File: config.mk
export PLATFORM = sky130hd
export DESIGN_NAME = slot_stats_smoother_unit_flat
export DESIGN_NICKNAME = d
export VERILOG_FILES = /design/src/rtl/sss_pkg.sv /design/src/rtl/sss_in_if.sv /design/src/rtl/sss_out_if.sv /design/src/rtl/sss_ctrl.sv /design/src/rtl/sss_datapath.sv /design/src/rtl/slot_stats_smoother_unit.sv /design/src/flat_wrapper.sv
export VERILOG_INCLUDE_DIRS = /design/src /design/src/rtl
export SDC_FILE = /design/constraint.sdc
export NUM_CORES = 1
export LEC_CHECK = 0
export BUFFER_PORTS_ARGS = -buffer_cell sky130_fd_sc_hd__buf_4
export CAP_MARGIN = 20
export CORE_MARGIN = 2
export CORE_UTILIZATION = 40
export DETAILED_ROUTE_END_ITERATION = 16
export GPL_ROUTABILITY_DRIVEN = 0
export HOLD_SLACK_MARGIN = 0.15
export MAX_ROUTING_LAYER = met4
export SLEW_MARGIN = 40
export SYNTH_ARGS = -nofsm -noshare
export SYNTH_HDL_FRONTEND = slang
export SYNTH_SLANG_ARGS = --single-unit
File: constraint.sdc
create_clock -name clk -period 13.59 [get_ports clk]
set_input_delay 3.3975 -clock clk [delete_from_list [all_inputs] [get_ports clk]]
set_output_delay 3.3975 -clock clk [all_outputs]
set_load 0.03 [all_outputs]
File: src/rtl/slot_stats_smoother_unit_defines.svh
// Assertion macros for the slot statistics smoother.
`ifndef SLOT_STATS_SMOOTHER_UNIT_DEFINES_SVH
`define SLOT_STATS_SMOOTHER_UNIT_DEFINES_SVH

`ifndef SYNTH

// Condition that must hold at every clock edge outside reset.
`define SSS_ASSERT_ALWAYS(lbl, cond) \
  lbl: assert property (@(posedge clk) disable iff (!rst_n) (cond)) \
    else $error("slot_stats_smoother: invariant violated");

// Consequent that must hold in the cycle after the antecedent.
`define SSS_ASSERT_NEXT(lbl, ante, cons) \
  lbl: assert property (@(posedge clk) disable iff (!rst_n) (ante) |=> (cons)) \
    else $error("slot_stats_smoother: sequence violated");

`else

`define SSS_ASSERT_ALWAYS(lbl, cond)
`define SSS_ASSERT_NEXT(lbl, ante, cons)

`endif

`endif

File: src/rtl/sss_pkg.sv
// Shared types, constants and functions of the slot statistics smoother.
package sss_pkg;

  localparam int unsigned SLOT_COUNT   = 24;
  localparam int unsigned SMOOTH_SHIFT = 3;
  localparam int unsigned SLOT_IDX_W   = (SLOT_COUNT > 1) ? $clog2(SLOT_COUNT) : 1;

  localparam int unsigned SLOT_W   = 5;
  localparam int unsigned BYTE_W   = 8;
  localparam int unsigned RAND_W   = 3;
  localparam int unsigned OP_W     = 2;
  localparam int unsigned CFG_IDX_W  = 1;
  localparam int unsigned CFG_DATA_W = 8;
  localparam int unsigned ACC_W    = BYTE_W + SMOOTH_SHIFT;

  localparam logic [BYTE_W-1:0] ERASED = 8'hff;
  localparam logic [BYTE_W-1:0] VALID_LIMIT_RST = 8'd254;
  localparam logic              SPLIT_RST = 1'b1;

  // Register indexes of the configuration port.
  localparam logic [CFG_IDX_W-1:0] CFG_VALID_LIMIT = 1'd0;
  localparam logic [CFG_IDX_W-1:0] CFG_SPLIT_EW    = 1'd1;

  // Nonvolatile write classes.
  localparam logic [OP_W-1:0] OP_NONE        = 2'd0;
  localparam logic [OP_W-1:0] OP_ERASE       = 2'd1;
  localparam logic [OP_W-1:0] OP_WRITE       = 2'd2;
  localparam logic [OP_W-1:0] OP_ERASE_WRITE = 2'd3;

  typedef struct packed {
    logic capture;  // take the request into the working registers
    logic exec;     // update the stores and load the result register
  } sss_cmd_t;

  typedef struct packed {
    logic [BYTE_W-1:0] last_value;
    logic [BYTE_W-1:0] smoothed_value;
    logic [OP_W-1:0]   last_op;
    logic [OP_W-1:0]   smoothed_op;
  } sss_result_t;

  function automatic logic [OP_W-1:0] write_class(
    input logic [BYTE_W-1:0] old_v,
    input logic [BYTE_W-1:0] tgt,
    input logic              split
  );
    logic [OP_W-1:0] op;
    if (tgt == old_v) begin
      op = OP_NONE;
    end else if (tgt == ERASED) begin
      op = split ? OP_ERASE : OP_ERASE_WRITE;
    end else if (split && ((tgt & old_v) == tgt)) begin
      op = OP_WRITE;
    end else begin
      op = OP_ERASE_WRITE;
    end
    return op;
  endfunction

endpackage

File: src/rtl/sss_in_if.sv
// Request channel carrying slot, sample and random bits.
interface sss_in_if;
  logic                           valid;
  logic                           ready;
  logic [sss_pkg::SLOT_W-1:0]     slot;
  logic [sss_pkg::BYTE_W-1:0]     sample;
  logic [sss_pkg::RAND_W-1:0]     rand_bits;

  modport source (output valid, output slot, output sample, output rand_bits, input ready);
  modport sink   (input valid, input slot, input sample, input rand_bits, output ready);
endinterface

File: src/rtl/sss_out_if.sv
// Result channel carrying the updated values and write classes.
interface sss_out_if;
  logic                           valid;
  logic                           ready;
  logic [sss_pkg::BYTE_W-1:0]     last_value;
  logic [sss_pkg::BYTE_W-1:0]     smoothed_value;
  logic [sss_pkg::OP_W-1:0]       last_op;
  logic [sss_pkg::OP_W-1:0]       smoothed_op;

  modport source (output valid, output last_value, output smoothed_value,
                  output last_op, output smoothed_op, input ready);
  modport sink   (input valid, input last_value, input smoothed_value,
                  input last_op, input smoothed_op, output ready);
endinterface

File: src/rtl/sss_ctrl.sv
// Controller: sequences capture and update of one request at a time.
module sss_ctrl (
  input  logic              clk,
  input  logic              rst_n,
  input  logic              in_valid,
  output logic              in_ready,
  output logic              out_valid,
  input  logic              out_ready,
  output sss_pkg::sss_cmd_t cmd
);
  import sss_pkg::*;

  localparam logic S_IDLE = 1'b0;
  localparam logic S_EXEC = 1'b1;

  logic state_r, state_nxt;
  logic out_valid_r, out_valid_nxt;
  logic out_free;

  assign out_free = !out_valid_r || out_ready;

  always_comb begin
    state_nxt     = state_r;
    out_valid_nxt = out_valid_r;
    cmd           = '0;
    in_ready      = 1'b0;
    if (out_ready) begin
      out_valid_nxt = 1'b0;
    end
    unique case (state_r)
      S_IDLE: begin
        in_ready = 1'b1;
        if (in_valid) begin
          cmd.capture = 1'b1;
          state_nxt   = S_EXEC;
        end
      end
      S_EXEC: begin
        // The update waits until the result register can take the new result.
        if (out_free) begin
          cmd.exec      = 1'b1;
          out_valid_nxt = 1'b1;
          state_nxt     = S_IDLE;
        end
      end
      default: begin
        state_nxt = S_IDLE;
      end
    endcase
  end

  always_ff @(posedge clk) begin
    if (!rst_n) begin
      state_r     <= S_IDLE;
      out_valid_r <= 1'b0;
    end else begin
      state_r     <= state_nxt;
      out_valid_r <= out_valid_nxt;
    end
  end

  assign out_valid = out_valid_r;

endmodule

File: src/rtl/sss_datapath.sv
// Datapath: slot stores, smoothing arithmetic, write classes and result register.
module sss_datapath (
  input  logic                            clk,
  input  logic                            rst_n,
  input  sss_pkg::sss_cmd_t               cmd,
  input  logic                            cfg_we,
  input  logic [sss_pkg::CFG_IDX_W-1:0]   cfg_idx,
  input  logic [sss_pkg::CFG_DATA_W-1:0]  cfg_data,
  input  logic [sss_pkg::SLOT_W-1:0]      in_slot,
  input  logic [sss_pkg::BYTE_W-1:0]      in_sample,
  input  logic [sss_pkg::RAND_W-1:0]      in_rand_bits,
  output sss_pkg::sss_result_t            result
);
  import sss_pkg::*;

  logic [BYTE_W-1:0]       valid_limit_r;
  logic                    split_r;
  logic [SLOT_W-1:0]       slot_r;
  logic [BYTE_W-1:0]       sample_r;
  logic [SMOOTH_SHIFT-1:0] rnd_r;

  logic [BYTE_W-1:0]       sample_mem [SLOT_COUNT];
  logic [BYTE_W-1:0]       smooth_mem [SLOT_COUNT];
  logic [SLOT_COUNT-1:0]   written_r;

  logic [SLOT_IDX_W-1:0]   idx;
  logic                    in_range;
  logic [BYTE_W-1:0]       old_last;
  logic [BYTE_W-1:0]       old_smooth;
  logic [ACC_W-1:0]        acc;
  logic [BYTE_W-1:0]       new_smooth;
  sss_result_t             res_nxt;
  sss_result_t             result_r;

  always_ff @(posedge clk) begin
    if (!rst_n) begin
      valid_limit_r <= VALID_LIMIT_RST;
      split_r       <= SPLIT_RST;
    end else if (cfg_we) begin
      unique case (cfg_idx)
        CFG_VALID_LIMIT: valid_limit_r <= cfg_data[BYTE_W-1:0];
        CFG_SPLIT_EW:    split_r       <= cfg_data[0];
        default: ;
      endcase
    end
  end

  always_ff @(posedge clk) begin
    if (cmd.capture) begin
      slot_r   <= in_slot;
      sample_r <= in_sample;
      rnd_r    <= in_rand_bits[SMOOTH_SHIFT-1:0];
    end
  end

  assign in_range = (int'(slot_r) < SLOT_COUNT);
  assign idx      = slot_r[SLOT_IDX_W-1:0];

  // A slot never written since reset reads as erased.
  assign old_last   = (in_range && written_r[idx]) ? sample_mem[idx] : ERASED;
  assign old_smooth = (in_range && written_r[idx]) ? smooth_mem[idx] : ERASED;

  // (2^s - 1) * old + sample + rnd, built as a shift and subtract.
  assign acc = {old_smooth, {SMOOTH_SHIFT{1'b0}}} - ACC_W'(old_smooth)
             + ACC_W'(sample_r) + ACC_W'(rnd_r);

  always_comb begin
    if (old_smooth > valid_limit_r) begin
      new_smooth = sample_r;
    end else if (old_smooth == sample_r) begin
      new_smooth = old_smooth;
    end else begin
      new_smooth = acc[ACC_W-1:SMOOTH_SHIFT];
    end
  end

  always_comb begin
    if (in_range) begin
      res_nxt.last_value     = sample_r;
      res_nxt.smoothed_value = new_smooth;
      res_nxt.last_op        = write_class(old_last, sample_r, split_r);
      res_nxt.smoothed_op    = write_class(old_smooth, new_smooth, split_r);
    end else begin
      res_nxt.last_value     = ERASED;
      res_nxt.smoothed_value = ERASED;
      res_nxt.last_op        = OP_NONE;
      res_nxt.smoothed_op    = OP_NONE;
    end
  end

  always_ff @(posedge clk) begin
    if (!rst_n) begin
      written_r <= '0;
    end else if (cmd.exec && in_range) begin
      written_r[idx] <= 1'b1;
    end
  end

  always_ff @(posedge clk) begin
    if (cmd.exec && in_range) begin
      sample_mem[idx] <= sample_r;
      smooth_mem[idx] <= new_smooth;
    end
  end

  always_ff @(posedge clk) begin
    if (cmd.exec) begin
      result_r <= res_nxt;
    end
  end

  assign result = result_r;

endmodule

File: src/rtl/slot_stats_smoother_unit.sv
// Top level of the slot statistics smoother.
//
//   Channel  Direction  Contents
//   in_ch    sink       slot, sample, rand_bits
//   out_ch   source     last_value, smoothed_value, last_op, smoothed_op
//   cfg_*    write      valid_limit (index 0), split_erase_write (index 1)
//
// Each request is handled in turn: it is captured, then both slot stores are
// read, updated and written and the result register is loaded; a new request is
// taken only once the last one has been through its update.
// The update cycle waits while an earlier result still sits unaccepted.
// Reset marks every slot as erased at once; no clearing pass is needed.
module slot_stats_smoother_unit (
  input  logic                            clk,
  input  logic                            rst_n,
  sss_in_if.sink                          in_ch,
  sss_out_if.source                       out_ch,
  input  logic                            cfg_we,
  input  logic [sss_pkg::CFG_IDX_W-1:0]   cfg_idx,
  input  logic [sss_pkg::CFG_DATA_W-1:0]  cfg_data
);
  import sss_pkg::*;

  sss_cmd_t    cmd;
  sss_result_t result;

  sss_ctrl u_ctrl (
    .clk       (clk),
    .rst_n     (rst_n),
    .in_valid  (in_ch.valid),
    .in_ready  (in_ch.ready),
    .out_valid (out_ch.valid),
    .out_ready (out_ch.ready),
    .cmd       (cmd)
  );

  sss_datapath u_datapath (
    .clk          (clk),
    .rst_n        (rst_n),
    .cmd          (cmd),
    .cfg_we       (cfg_we),
    .cfg_idx      (cfg_idx),
    .cfg_data     (cfg_data),
    .in_slot      (in_ch.slot),
    .in_sample    (in_ch.sample),
    .in_rand_bits (in_ch.rand_bits),
    .result       (result)
  );

  assign out_ch.last_value     = result.last_value;
  assign out_ch.smoothed_value = result.smoothed_value;
  assign out_ch.last_op        = result.last_op;
  assign out_ch.smoothed_op    = result.smoothed_op;

`include "slot_stats_smoother_unit_defines.svh"

  `SSS_ASSERT_NEXT(a_capture_then_busy, cmd.capture, !in_ch.ready)
  `SSS_ASSERT_ALWAYS(a_exec_needs_room, !cmd.exec || !out_ch.valid || out_ch.ready)
  `SSS_ASSERT_NEXT(a_exec_gives_result, cmd.exec, out_ch.valid)
  `SSS_ASSERT_ALWAYS(a_no_capture_and_exec, !(cmd.capture && cmd.exec))

endmodule
File: src/flat_wrapper.sv
// flat-port wrapper written by rule: the top's interface ports become plain ports
module slot_stats_smoother_unit_flat import sss_pkg::*;
  (clk, rst_n, cfg_we, cfg_idx, cfg_data, in_ch_valid, in_ch_slot, in_ch_sample, in_ch_rand_bits, in_ch_ready, out_ch_valid, out_ch_last_value, out_ch_smoothed_value, out_ch_last_op, out_ch_smoothed_op, out_ch_ready);
  sss_in_if in_ch_i ();
  sss_out_if out_ch_i ();
  input  logic clk;
  input  logic rst_n;
  input  logic cfg_we;
  input  logic [sss_pkg::CFG_IDX_W-1:0] cfg_idx;
  input  logic [sss_pkg::CFG_DATA_W-1:0] cfg_data;
  input wire logic [$bits(in_ch_i.valid)-1:0] in_ch_valid;
  input wire logic [$bits(in_ch_i.slot)-1:0] in_ch_slot;
  input wire logic [$bits(in_ch_i.sample)-1:0] in_ch_sample;
  input wire logic [$bits(in_ch_i.rand_bits)-1:0] in_ch_rand_bits;
  output wire logic [$bits(in_ch_i.ready)-1:0] in_ch_ready;
  output wire logic [$bits(out_ch_i.valid)-1:0] out_ch_valid;
  output wire logic [$bits(out_ch_i.last_value)-1:0] out_ch_last_value;
  output wire logic [$bits(out_ch_i.smoothed_value)-1:0] out_ch_smoothed_value;
  output wire logic [$bits(out_ch_i.last_op)-1:0] out_ch_last_op;
  output wire logic [$bits(out_ch_i.smoothed_op)-1:0] out_ch_smoothed_op;
  input wire logic [$bits(out_ch_i.ready)-1:0] out_ch_ready;
  assign in_ch_i.valid = in_ch_valid;
  assign in_ch_i.slot = in_ch_slot;
  assign in_ch_i.sample = in_ch_sample;
  assign in_ch_i.rand_bits = in_ch_rand_bits;
  assign in_ch_ready = in_ch_i.ready;
  assign out_ch_valid = out_ch_i.valid;
  assign out_ch_last_value = out_ch_i.last_value;
  assign out_ch_smoothed_value = out_ch_i.smoothed_value;
  assign out_ch_last_op = out_ch_i.last_op;
  assign out_ch_smoothed_op = out_ch_i.smoothed_op;
  assign out_ch_i.ready = out_ch_ready;
  slot_stats_smoother_unit u_core (.clk(clk), .rst_n(rst_n), .in_ch(in_ch_i), .out_ch(out_ch_i), .cfg_we(cfg_we), .cfg_idx(cfg_idx), .cfg_data(cfg_data));
endmodule
==> impl_results.md, run 1 <==
- Status: finished, violations left
- Failing checks: DRC
- CP Data Arrival Time: between 7000 and 8000 ps
- Number of synthesized register bits: 460
- Initial DRC Count: 960
- Largest net degree at the start of global routing: 53
- First-pass GRT wire length: 63,800 um
- Worst Path Required: 13,910 ps
- DP Wirelength: 25,300 um
- Share of cells above drive strength 1: 27.9%
- Nets: around 1,200
- Rows: between 70 and 80
- Vias per inst: between 5 and 6
- Yosys cell types: 61
- Peak Freq: 139 MHz
- Drt wl/cell: 24.4 um
- TritonCTS buffer count: 47
- Top post-synthesis cells by area: edfxtp_1, mux4_2, dfxtp_1
- Routed vias: just under 10,000
- Cts hold-fix bufs: 0
- Rel. slew slack: 44.9%
- Ys async rst share: 0%
- Critical path type: register to register
- Simple-gate share of the synthesized area: under 10%
- Top-area cell type share of the netlist area: 66.6%
- Synth Area in XOR/XNOR: 0.185%
- Crit Path Max Fanout: 31
- Drt first pass iters: 11
- Post-CTS Resized: 0
- VDD IR-drop max: 0.0953 mV
- CTS root buf: clkbuf_16
- Post-synth top cells: edfxtp_1, mux4_2, nor2_1, inv_1
- Core area: 46,700 um^2
- Worst R2R Setup Slack: 6400 ps
- Adder-Cell Fraction of Synth Area: 3.45%
- Clk sinks: 460
- Placed cell area: 20,300 um^2
- Slew Viols, Final: 0
- Max Cap Viol: 0
- Setup crit end kind: register
- Synthesis Warnings: 0
- N_diodes: 0
- Final worst-path cycle share: 52.9%
- Post-synth EDFFs: 420
- Storage element area: 13,400 um^2
- Fin. Hold Viols: 0
- Initial antenna violation count: 0
- Pwr dens: 146 nW/um^2
- Syn Area/Cell: 18.7 um^2
- Remaining DRCs: 1
- Die Area: around 50,000 um^2
- Most frequent cell after synthesis: edfxtp_1
- Boundary pin count: 52
- Compound-cell area share of the yosys netlist: between 4 and 5%
- Multi-input gate area: 5200 um^2
- Register-to-Register Path Depth: 19
- Die width: 222 um
- Dpl cells: 1,666
- Cell leakage power: between 7 and 8 nW
- Fillers: 3,987
- Crit path time final: 7190 ps
- Worst Hold End: u_core.u_datapath.written_r[15]
- Initial core utilization: between 40% and 50%
- Main synth FF type: edfxtp_1
- Startpoint types: register
- Worst hold stages: 1
- RSZ-0062 raised after global routing: no
- Total power: between 3 and 4 mW
- Vias in the first global route: about 9,800
- Post-DRT Antenna Nets: 0
- Routed wire length: 42,900 um
- Post-Synthesis Cell Area: 18,900 um^2
- Post-CTS Setup Inserts: 0
- Mapped Cells: about 1,000
- Die height: 222 um
- Non-filler instance count after layout: 1,753
- Final setup viols: 0
- Worst Hold Launch: u_core.u_datapath.written_r[15]
- Combinational family with the most area after synthesis: multiplexers
- Worst Skew: around 23 ps
- Net count after synthesis: 1,090
- Worst Max-Slew Pin Slew: about 810 ps
- Area Growth Syn to Fin: 15.0%
- Clk buf depth: 3
- Leading area contributor after synthesis: edfxtp_1
- Finished Cell Area: between 20,000 and 25,000 um^2
- Total negative slack: 0 ps
- Sequential fraction of the synthesis area: 70.8%
- R2R Path End: u_core.u_datapath.result[0]
- Clock transition at the registers of the reported paths: 60 ps
- Hold Path Class: register to register
- CTS tree: built
- Port bufs: 51
- Skew-Pair Late Insertion Delay: 580 ps
- Gr usage total: 18.1%
- Mux contribution to synthesized area: 15.2%
- Grt total ovfl: 0
- Htree depth: 2
per-stage QoR:
stage,util [%],hold slack (ps),setup WS [ps]
after detailed placement,43.5,451,6430
after global routing,46.7,473,5970
after floorplan,-,435,7100
after global placement,43.4,441,6530
after CTS,46.6,465,6400
final,46.7,460,6400
where the power goes:
part | switching [mW] | internal, mW | leakage [nW]
Combinational | 0.191 | 0.121 | 2.62
Sequential | 0.0207 | 1.61 | 4.11
Clock | 0.527 | 0.706 | 0.718
cells in the final DEF, fill, tap and decap left out, types with 9 or more instances in the layout:
cell	netlist	final
nor2_2	0	23
o21a_1	26	26
mux2i_1	17	17
ha_1	41	41
edfxtp_1	420	420
a211oi_1	14	14
a21oi_1	12	12
o211ai_1	11	11
mux4_2	109	109
nand3_1	10	10
clkinv_2	0	9
clkbuf_1	24	14
o21ai_0	9	9
nor3_1	10	10
dfxtp_1	40	37
buf_4	1	94
inv_1	49	49
mux2_2	9	9
nand4_1	9	9
clkbuf_16	0	49
nand2_1	41	40
nor2_1	50	26
layer usage:
metal | global-route usage (%) | vias to the layer above | routed length [um]
li1 | - | 4276 | -
met1 | 24.8 | 5140 | 18900
met3 | 2.97 | 58 | 2380
met5 | - | - | 0
met2 | 28.2 | 273 | 20800
met4 | 4.95 | 0 | 826
how the worst max path moves through the flow:
stage | startpoint | end | slack [ps] | depth (start not counted)
after floorplan | register | u_core.u_datapath.result[0] | 7100 | 23
after global placement | register | u_core.u_datapath.result[0] | 6530 | 18
after detailed placement | register | u_core.u_datapath.result[0] | 6430 | 19
after CTS | register | u_core.u_datapath.result[0] | 6400 | 19
after global routing | register | u_core.u_datapath.result[0] | 5970 | 19
final | register | u_core.u_datapath.result[0] | 6400 | 19
sequential cells by signal, indices dropped and copies added (netlist names), named ones only:
register / count
u_core.u_datapath.valid_limit_r: 8
u_core.u_datapath.split_r: 1
u_core.u_ctrl.state_r: 1
u_core.u_ctrl.out_valid: 1
u_core.u_datapath.smooth_mem: 192
u_core.u_datapath.sample_mem: 192
u_core.u_datapath.idx: 5
u_core.u_datapath.written_r: 24
u_core.u_datapath.result: 20
u_core.u_datapath.rnd_r: 3
u_core.u_datapath.sample_r: 8
kinds of logic after synthesis:
family	after synthesis
buffers and inverters	97
AO/OA/AOI/OAI	103
XOR/XNOR	4
flip-flops	460
multiplexers	141
adder cells (fa/ha/maj)	48
AND/OR/NAND/NOR	159
worst max-delay path: stages, from the launching register on:
cell       delay [ps]
dfxtp_4           750
buf_4             630
mux4_1            630
mux4_2            490
and2_1            180
a211o_1           360
fa_1              550
inv_1              40
ha_1              290
nand3b_1          110
a2111oi_0         710
or3_1             260
and3_1            160
nor3_1             50
a221oi_2          360
inv_1             410
ha_1              350
nor4_1            240
nand4b_1          130
o21ba_1           200
cell type report:
cell class | count | area share (%)
inverters | 49 | 0.845
flip-flops and latches | 460 | 61.6
repair buffers | 96 | 3.42
clock inverters | 22 | 0.787
clock buffers | 64 | 5.93
well taps | 607 | 3.49
multi-input cells | 455 | 23.9
(Power assumes the default switching activity.)
==> run 2: changes to the inputs <==
Settings changed: ABC_AREA from default to 1.
Clock period 13.59 ns to 6.7 ns, I/O delays scaled along.
==> run 2 against run 1 <==
Net effect: the run now ends clean; maximum frequency grew 17%; area after synthesis grew 3.2%; die area grew 3.1%; global-route usage grew 2.5 points; register-to-register slack lost 5800 ps; combinational power grew 150%.
==> impl_results.md, run 2 <==
- Storage element area: 13,400 um^2 (unchanged)
- Synthesis Warnings: 0 (unchanged)
- Met2 GRT Util: 32.2% (was 28.2%)
- CP Data Arrival Time: 6570 ps (was 7520 ps)
- Routed wire length: 49,800 um (was 42,900 um)
- Initial core utilization: 40.8% (was 40.6%)
- GR Util met3: 2.91% (was 2.97%)
- Top cell by count, worst path: nand2_1
- Worst Max-Slew Pin Slew: 763 ps (was 806 ps)
- Syn Area/Cell: 11.8 um^2 (was 18.7 um^2)
- Largest net degree at the start of global routing: 194 (was 53)
- VDD IR-drop max: 0.153 mV (was 0.0953 mV)
- Core area: 47,900 um^2 (was 46,700 um^2)
- Die width: 225 um (was 222 um)
- Area Growth Syn to Fin: 14.1% (was 15.0%)
- Crit Path Max Fanout: 57 (was 31)
- Top post-synthesis cells by area: edfxtp_1, nor2_1, o21ai_0 (was edfxtp_1, mux4_2, dfxtp_1)
- Boundary pin count: 52 (unchanged)
- Rows: 80 (was 79)
- Post-CTS Setup Inserts: 0 (unchanged)
- Clock transition at the registers of the reported paths: 70 ps (was 60 ps)
- Drt wl/cell: 20.9 um (was 24.4 um)
- Worst hold stages: 2 (was 1)
- Yosys cell types: 45 (was 61)
- Post-synth EDFFs: 420 (unchanged)
- Pwr dens: 298 nW/um^2 (was 146 nW/um^2)
- Register-to-Register Path Depth: 31 (was 19)
- CTS root buf: clkbuf_16 (unchanged)
- Peak Freq: 163 MHz (was 139 MHz)
- Slew Viols, Final: 0 (unchanged)
- Drt first pass iters: 6 (was 11)
- Worst Skew: 18.1 ps (was 22.6 ps)
- Multi-input gate area: 5420 um^2 (was 5200 um^2)
- Final worst-path cycle share: 91.7% (was 52.9%)
- Post-Synthesis Cell Area: 19,500 um^2 (was 18,900 um^2)
- RSZ-0062 raised after global routing: no (unchanged)
- Remaining DRCs: 0 (was 1)
- Initial DRC Count: 1,236 (was 960)
- Final setup viols: 0 (unchanged)
- Post-synth top cells: edfxtp_1, nor2_1, nand2_1, o21ai_0, inv_1 (was edfxtp_1, mux4_2, nor2_1, inv_1)
- Fin Hold WS: 469 ps (was 460 ps)
- Worst R2R Setup Slack: 560 ps (was 6400 ps)
- Gr usage total: 20.6% (was 18.1%)
- Skew-Pair Late Insertion Delay: 570 ps (was 580 ps)
- Initial antenna violation count: 0 (unchanged)
- TritonCTS buffer count: 47 (unchanged)
- Die height: 225 um (was 222 um)
- Vias in the first global route: 12,700 (was 9,803)
- Net count after synthesis: 1,739 (was 1,090)
- Post-DRT Antenna Nets: 0 (unchanged)
- Status: finished clean (was finished, violations left)
- Clk buf depth: 3 (unchanged)
- Startpoint types: register (unchanged)
- Crit path time final: 6140 ps (was 7190 ps)
- Ys async rst share: 0% (unchanged)
- Total negative slack: 0 ps (unchanged)
- Grt total ovfl: 0 (unchanged)
- DP Wirelength: 28,900 um (was 25,300 um)
- Worst Path Required: 7130 ps (was 13,910 ps)
- CTS tree: built (unchanged)
- Regs by FF count: u_core.u_datapath.sample_mem (192), u_core.u_datapath.smooth_mem (192), u_core.u_datapath.written_r (24) (unchanged)
- Nets: 1,803 (was 1,187)
- Leading area contributor after synthesis: edfxtp_1 (unchanged)
- Setup crit end kind: register (unchanged)
- Most common cell after layout, fill and taps aside: edfxtp_1 (unchanged)
- Most frequent cells in the layout: edfxtp_1, nor2_1, nand2_1 (was edfxtp_1, mux4_2, buf_4)
- Max Cap Viol: 0 (unchanged)
- Number of synthesized register bits: 460 (unchanged)
- Routed vias: 13,200 (was 9,747)
- Fin. Hold Viols: 0 (unchanged)
- Main synth FF type: edfxtp_1 (unchanged)
- Die Area: 50,600 um^2 (was 49,100 um^2)
- Vias per inst: 5.53 (was 5.56)
- Rel. slew slack: 49.1% (was 44.9%)
- Most frequent cell after synthesis: edfxtp_1 (unchanged)
- Met1 Use GR: 28.0% (was 24.8%)
- Top-area cell type share of the netlist area: 64.5% (was 66.6%)
- R2R Path End: u_core.u_datapath.result[0] (unchanged)
- Worst Hold End: u_core.u_datapath.written_r[3] (was u_core.u_datapath.written_r[15])
- First-pass GRT wire length: 76,700 um (was 63,800 um)
- Critical path type: register to register (unchanged)
- Worst Hold Launch: u_core.u_datapath.written_r[3] (was u_core.u_datapath.written_r[15])
- Mapped Cells: 1,661 (was 1,012)
- Total power: 6.64 mW (was 3.18 mW)
- Sequential fraction of the synthesis area: 68.6% (was 70.8%)
- Port bufs: 51 (unchanged)
- Cell leakage power: 7.99 nW (was 7.45 nW)
- Clk sinks: 460 (unchanged)
- Fillers: 4,290 (was 3,987)
- Hold Path Class: register to register (unchanged)
- Most used routing layer: met2 (unchanged)
- Htree depth: 2 (unchanged)
- Slowest CP cell: dfxtp_4 (unchanged)
- CP peak stage delay: 730 ps (was 750 ps)
- Share of cells above drive strength 1: 12.9% (was 27.9%)
-- run 2: metal layers --
metal / routed length, um / up-vias
li1: - / 6075
met1: 21800 / 6528
met2: 23500 / 461
met3: 3260 / 93
met4: 1230 / 0
met5: 0 / -
-- run 2: worst max path at each step --
stage | start | endpoint | slack (ps) | cells past startpoint
global route | register | u_core.u_datapath.result[0] | 120 | 31
floorplan | register | u_core.u_datapath.result[0] | 1980 | 31
CTS | register | u_core.u_datapath.result[0] | 640 | 31
detailed placement | register | u_core.u_datapath.result[0] | 690 | 31
finish | register | u_core.u_datapath.result[0] | 560 | 31
global placement | register | u_core.u_datapath.result[0] | 740 | 31
-- run 2: per-stage QoR --
step | instances | instance area [um^2] | worst slack [ps] | util, %
finish | 2378 | 22300 | 558 | 46.5
global route | 2376 | 22300 | 116 | 46.5
CTS | 2375 | 22300 | 636 | 46.4
detailed placement | 2290 | 20800 | 693 | 43.3
global placement | 2290 | 20800 | 738 | 43.3
floorplan | 1661 | 19500 | 1980 | -
-- run 2: kinds of logic after synthesis --
| logic type | synth area share (%) |
|---|---|
| flip-flops | 68.6 |
| XOR/XNOR | 0.314 |
| AND/OR/NAND/NOR | 13.5 |
| AO/OA/AOI/OAI | 10.4 |
| buffers and inverters | 3.85 |
| adder cells (fa/ha/maj) | 3.34 |
-- run 2: critical path: cells and delay by family (launching register included) --
kind / cells / cell delay, ps
AO/OA/AOI/OAI: 5 / 660
adder cells (fa/ha/maj): 3 / 1220
buffers and inverters: 7 / 1710
flip-flops: 1 / 730
AND/OR/NAND/NOR: 16 / 1670
-- run 2: what timing repair did --
| item | 4_1_cts | 5_1_grt |
|---|---|---|
| hold buffers | 0 | 0 |
| setup endpoints to repair | 0 | 2 |
| gates resized for setup | 0 | 1 |
| endpoints found under the hold margin | 0 | 0 |
-- run 2: area by class of cell --
type / instances / share of cell area, %
diodes: 2 / 0.0224
repair buffers: 106 / 3.77
inverters: 89 / 1.53
clock buffers: 62 / 5.76
well taps: 615 / 3.45
multi-input cells: 1021 / 24.3
flip-flops and latches: 460 / 60.2
clock inverters: 23 / 0.960
-- run 2: report_power, final --
| group | leakage (nW) | switching [mW] | internal [mW] | total, mW |
|---|---|---|---|---|
| clock network | 0.730 | 1.08 | 1.50 | 2.58 |
| registers | 4.12 | 0.0296 | 3.26 | 3.29 |
| logic | 3.14 | 0.558 | 0.214 | 0.772 |
| total | 7.99 | 1.67 | 4.97 | 6.64 |
==> run 3: changes to the inputs <==
Settings changed: SETUP_SLACK_MARGIN from default to 0.5.
Clock period 6.7 ns to 6.45 ns, I/O delays scaled along.
==> run 3 against run 2 <==
Net effect: maximum frequency grew 14%; critical endpoint unchanged; register-to-register slack better by 510 ps; utilization fell by 0.086 points; flip-flop and latch count stayed put; total power is 3.0% higher; sequential share of layout area is 0.11 points higher.
==> impl_results.md, run 3 (synthesized netlist as in run 2, its figures left out) <==
- Status: finished clean (unchanged)
- Port bufs: 51 (unchanged)
- Peak Freq: 186 MHz (was 163 MHz)
- CP peak stage delay: 620 ps (was 730 ps)
- Total power: 6.84 mW (was 6.64 mW)
- Crit Path Max Fanout: 26 (was 57)
- Sequential share of power: 49.9% (was 49.5%)
- Slew Viols, Final: 0 (unchanged)
- RSZ-0062 raised after global routing: no (unchanged)
- Clk sinks: 460 (unchanged)
- Max Cap Viol: 0 (unchanged)
- Largest net degree at the start of global routing: 194 (unchanged)
- CTS root buf: clkbuf_16 (unchanged)
- Share of cells above drive strength 1: 13.1% (was 12.9%)
- Switching fraction of total power: 25.0% (was 25.1%)
- Grt total ovfl: 0 (unchanged)
- Top cell by count, worst path: nand2_1 (unchanged)
- Drt first pass iters: 8 (was 6)
- Most common cell after layout, fill and taps aside: edfxtp_1 (unchanged)
- Post-CTS Setup Inserts: 0 (unchanged)
- Core area: 47,900 um^2 (unchanged)
- Final setup viols: 0 (unchanged)
- Slowest CP cell: edfxtp_1 (was dfxtp_4)
- Final worst-path cycle share: 83.5% (was 91.7%)
- Storage element area: 13,400 um^2 (unchanged)
- TritonCTS buffer count: 48 (was 47)
- Die width: 225 um (unchanged)
- Drt wl/cell: 20.8 um (was 20.9 um)
- Crit path time final: 5390 ps (was 6140 ps)
- Htree depth: 2 (unchanged)
- Nets: 1,806 (was 1,803)
- N_diodes: 0 (was 2)
- Routed wire length: 49,600 um (was 49,800 um)
- Routed vias: 13,000 (was 13,200)
- Multi-input gate area: 5420 um^2 (about the same)
- Boundary pin count: 52 (unchanged)
- Most frequent cells in the layout: edfxtp_1, nor2_1, nand2_1 (unchanged)
- Cts hold-fix bufs: 0 (unchanged)
- Worst Path Required: 6770 ps (was 7130 ps)
- CTS tree: built (unchanged)
- Die height: 225 um (unchanged)
- Pwr dens: 307 nW/um^2 (was 298 nW/um^2)
- Rel. slew slack: 37.1% (was 49.1%)
- DP Wirelength: 28,900 um (about the same)
- Critical path type: register to register (unchanged)
- Vias in the first global route: 12,800 (was 12,700)
- Gate power share: 11.7% (was 11.6%)
- Initial core utilization: 40.8% (unchanged)
- Area Growth Syn to Fin: 13.9% (was 14.1%)
- Clock share of power: 38.4% (was 38.9%)
- Post-DRT Antenna Nets: 0 (unchanged)
- Regs by FF count: u_core.u_datapath.sample_mem (192), u_core.u_datapath.smooth_mem (192), u_core.u_datapath.written_r (24) (unchanged)
- Post-CTS Resized: 0 (unchanged)
- Fillers: 4,298 (was 4,290)
- Die Area: 50,600 um^2 (unchanged)
- Total negative slack: 0 ps (unchanged)
- CP Data Arrival Time: 5710 ps (was 6570 ps)
- Fin. Hold Viols: 0 (unchanged)
- Startpoint types: register (unchanged)
- Skew-Pair Late Insertion Delay: 570 ps (about the same)
- Remaining DRCs: 0 (unchanged)
- Initial DRC Count: 1,236 (unchanged)
- Clk buf depth: 3 (unchanged)
- Vias per inst: 5.48 (was 5.53)
- VDD IR-drop max: 0.174 mV (was 0.153 mV)
- Gr usage total: 20.2% (was 20.6%)
- Setup crit end kind: register (unchanged)
- First-pass GRT wire length: 75,600 um (was 76,700 um)
- Rows: 80 (unchanged)
- Clock transition at the registers of the reported paths: 60 ps (was 70 ps)
- Worst Max-Slew Pin Slew: 944 ps (was 763 ps)
- Cell leakage power: 7.97 nW (was 7.99 nW)
- Internal power: 5.13 mW (was 4.97 mW)
- Worst Skew: 10.9 ps (was 18.1 ps)
- Initial antenna violation count: 0 (unchanged)
- Hold Path Class: register to register (unchanged)
- Net Sw Power: 1.71 mW (was 1.67 mW)
run 3: changes by cell type in the layout (fill, tap and decap cells not counted), sizes merged:
| cell | before | now |
|---|---|---|
| clkinv | 17 | 19 |
| bufinv | 4 | 3 |
| buf | 106 | 108 |
| clkbuf | 62 | 63 |
| diode | 2 | 0 |
| inv | 89 | 88 |
run 3: per-stage QoR:
step           cells  utilization [%]  instance area [um^2]  setup slack, ps  hold WS [ps]
6_report        2379             46.4                 22300             1060           467
5_1_grt         2379             46.4                 22300              611           486
4_1_cts         2379             46.4                 22200              902           473
3_5_place_dp    2293             43.3                 20800              972           458
3_3_place_gp    2293             43.3                 20800             1040           449
2_1_floorplan   1661                -                 19500             1730           440
run 3: final cells by class:
class	count	area share, %
multi-input cells	1021	24.4
clock buffers	63	5.79
repair buffers	108	3.72
well taps	615	3.46
inverters	89	1.54
flip-flops and latches	460	60.3
clock inverters	23	0.832
run 3: power groups by stage:
stage	logic, mW	clock network [mW]	registers (mW)
5_1_grt	0.885	2.78	3.41
3_5_place_dp	0.797	0	3.47
3_3_place_gp	0.786	0	3.47
2_1_floorplan	0.491	0	3.49
4_1_cts	0.799	2.67	3.41
6_report	0.800	2.63	3.41
run 3: routing by layer:
metal | global-route usage (%) | vias to the layer above | part of all wire [%]
li1 | - | 6073 | -
met1 | 27.7 | 6416 | 44
met2 | 31.4 | 464 | 47
met3 | 2.50 | 82 | 7.0
met4 | 6.94 | 0 | 2.7
met5 | - | - | 0
run 3: path summary, 6_finish.rpt:
path,start,depth (start not counted),to,slack [ps]
max reg2reg,u_core.u_datapath.idx[0],29,u_core.u_datapath.result[0],1060
min reg2reg,u_core.u_datapath.written_r[15],2,u_core.u_datapath.written_r[15],470
max,u_core.u_datapath.idx[0],29,u_core.u_datapath.result[0],1060
min,u_core.u_datapath.written_r[15],2,u_core.u_datapath.written_r[15],470
run 3: critical path, delay by kind of cell (launching register included):
family                   cells  cell delay, ps
buffers and inverters        5             680
adder cells (fa/ha/maj)      3            1160
XOR/XNOR                     1             150
AND/OR/NAND/NOR             17            2180
flip-flops                   1             620
AO/OA/AOI/OAI                3             320
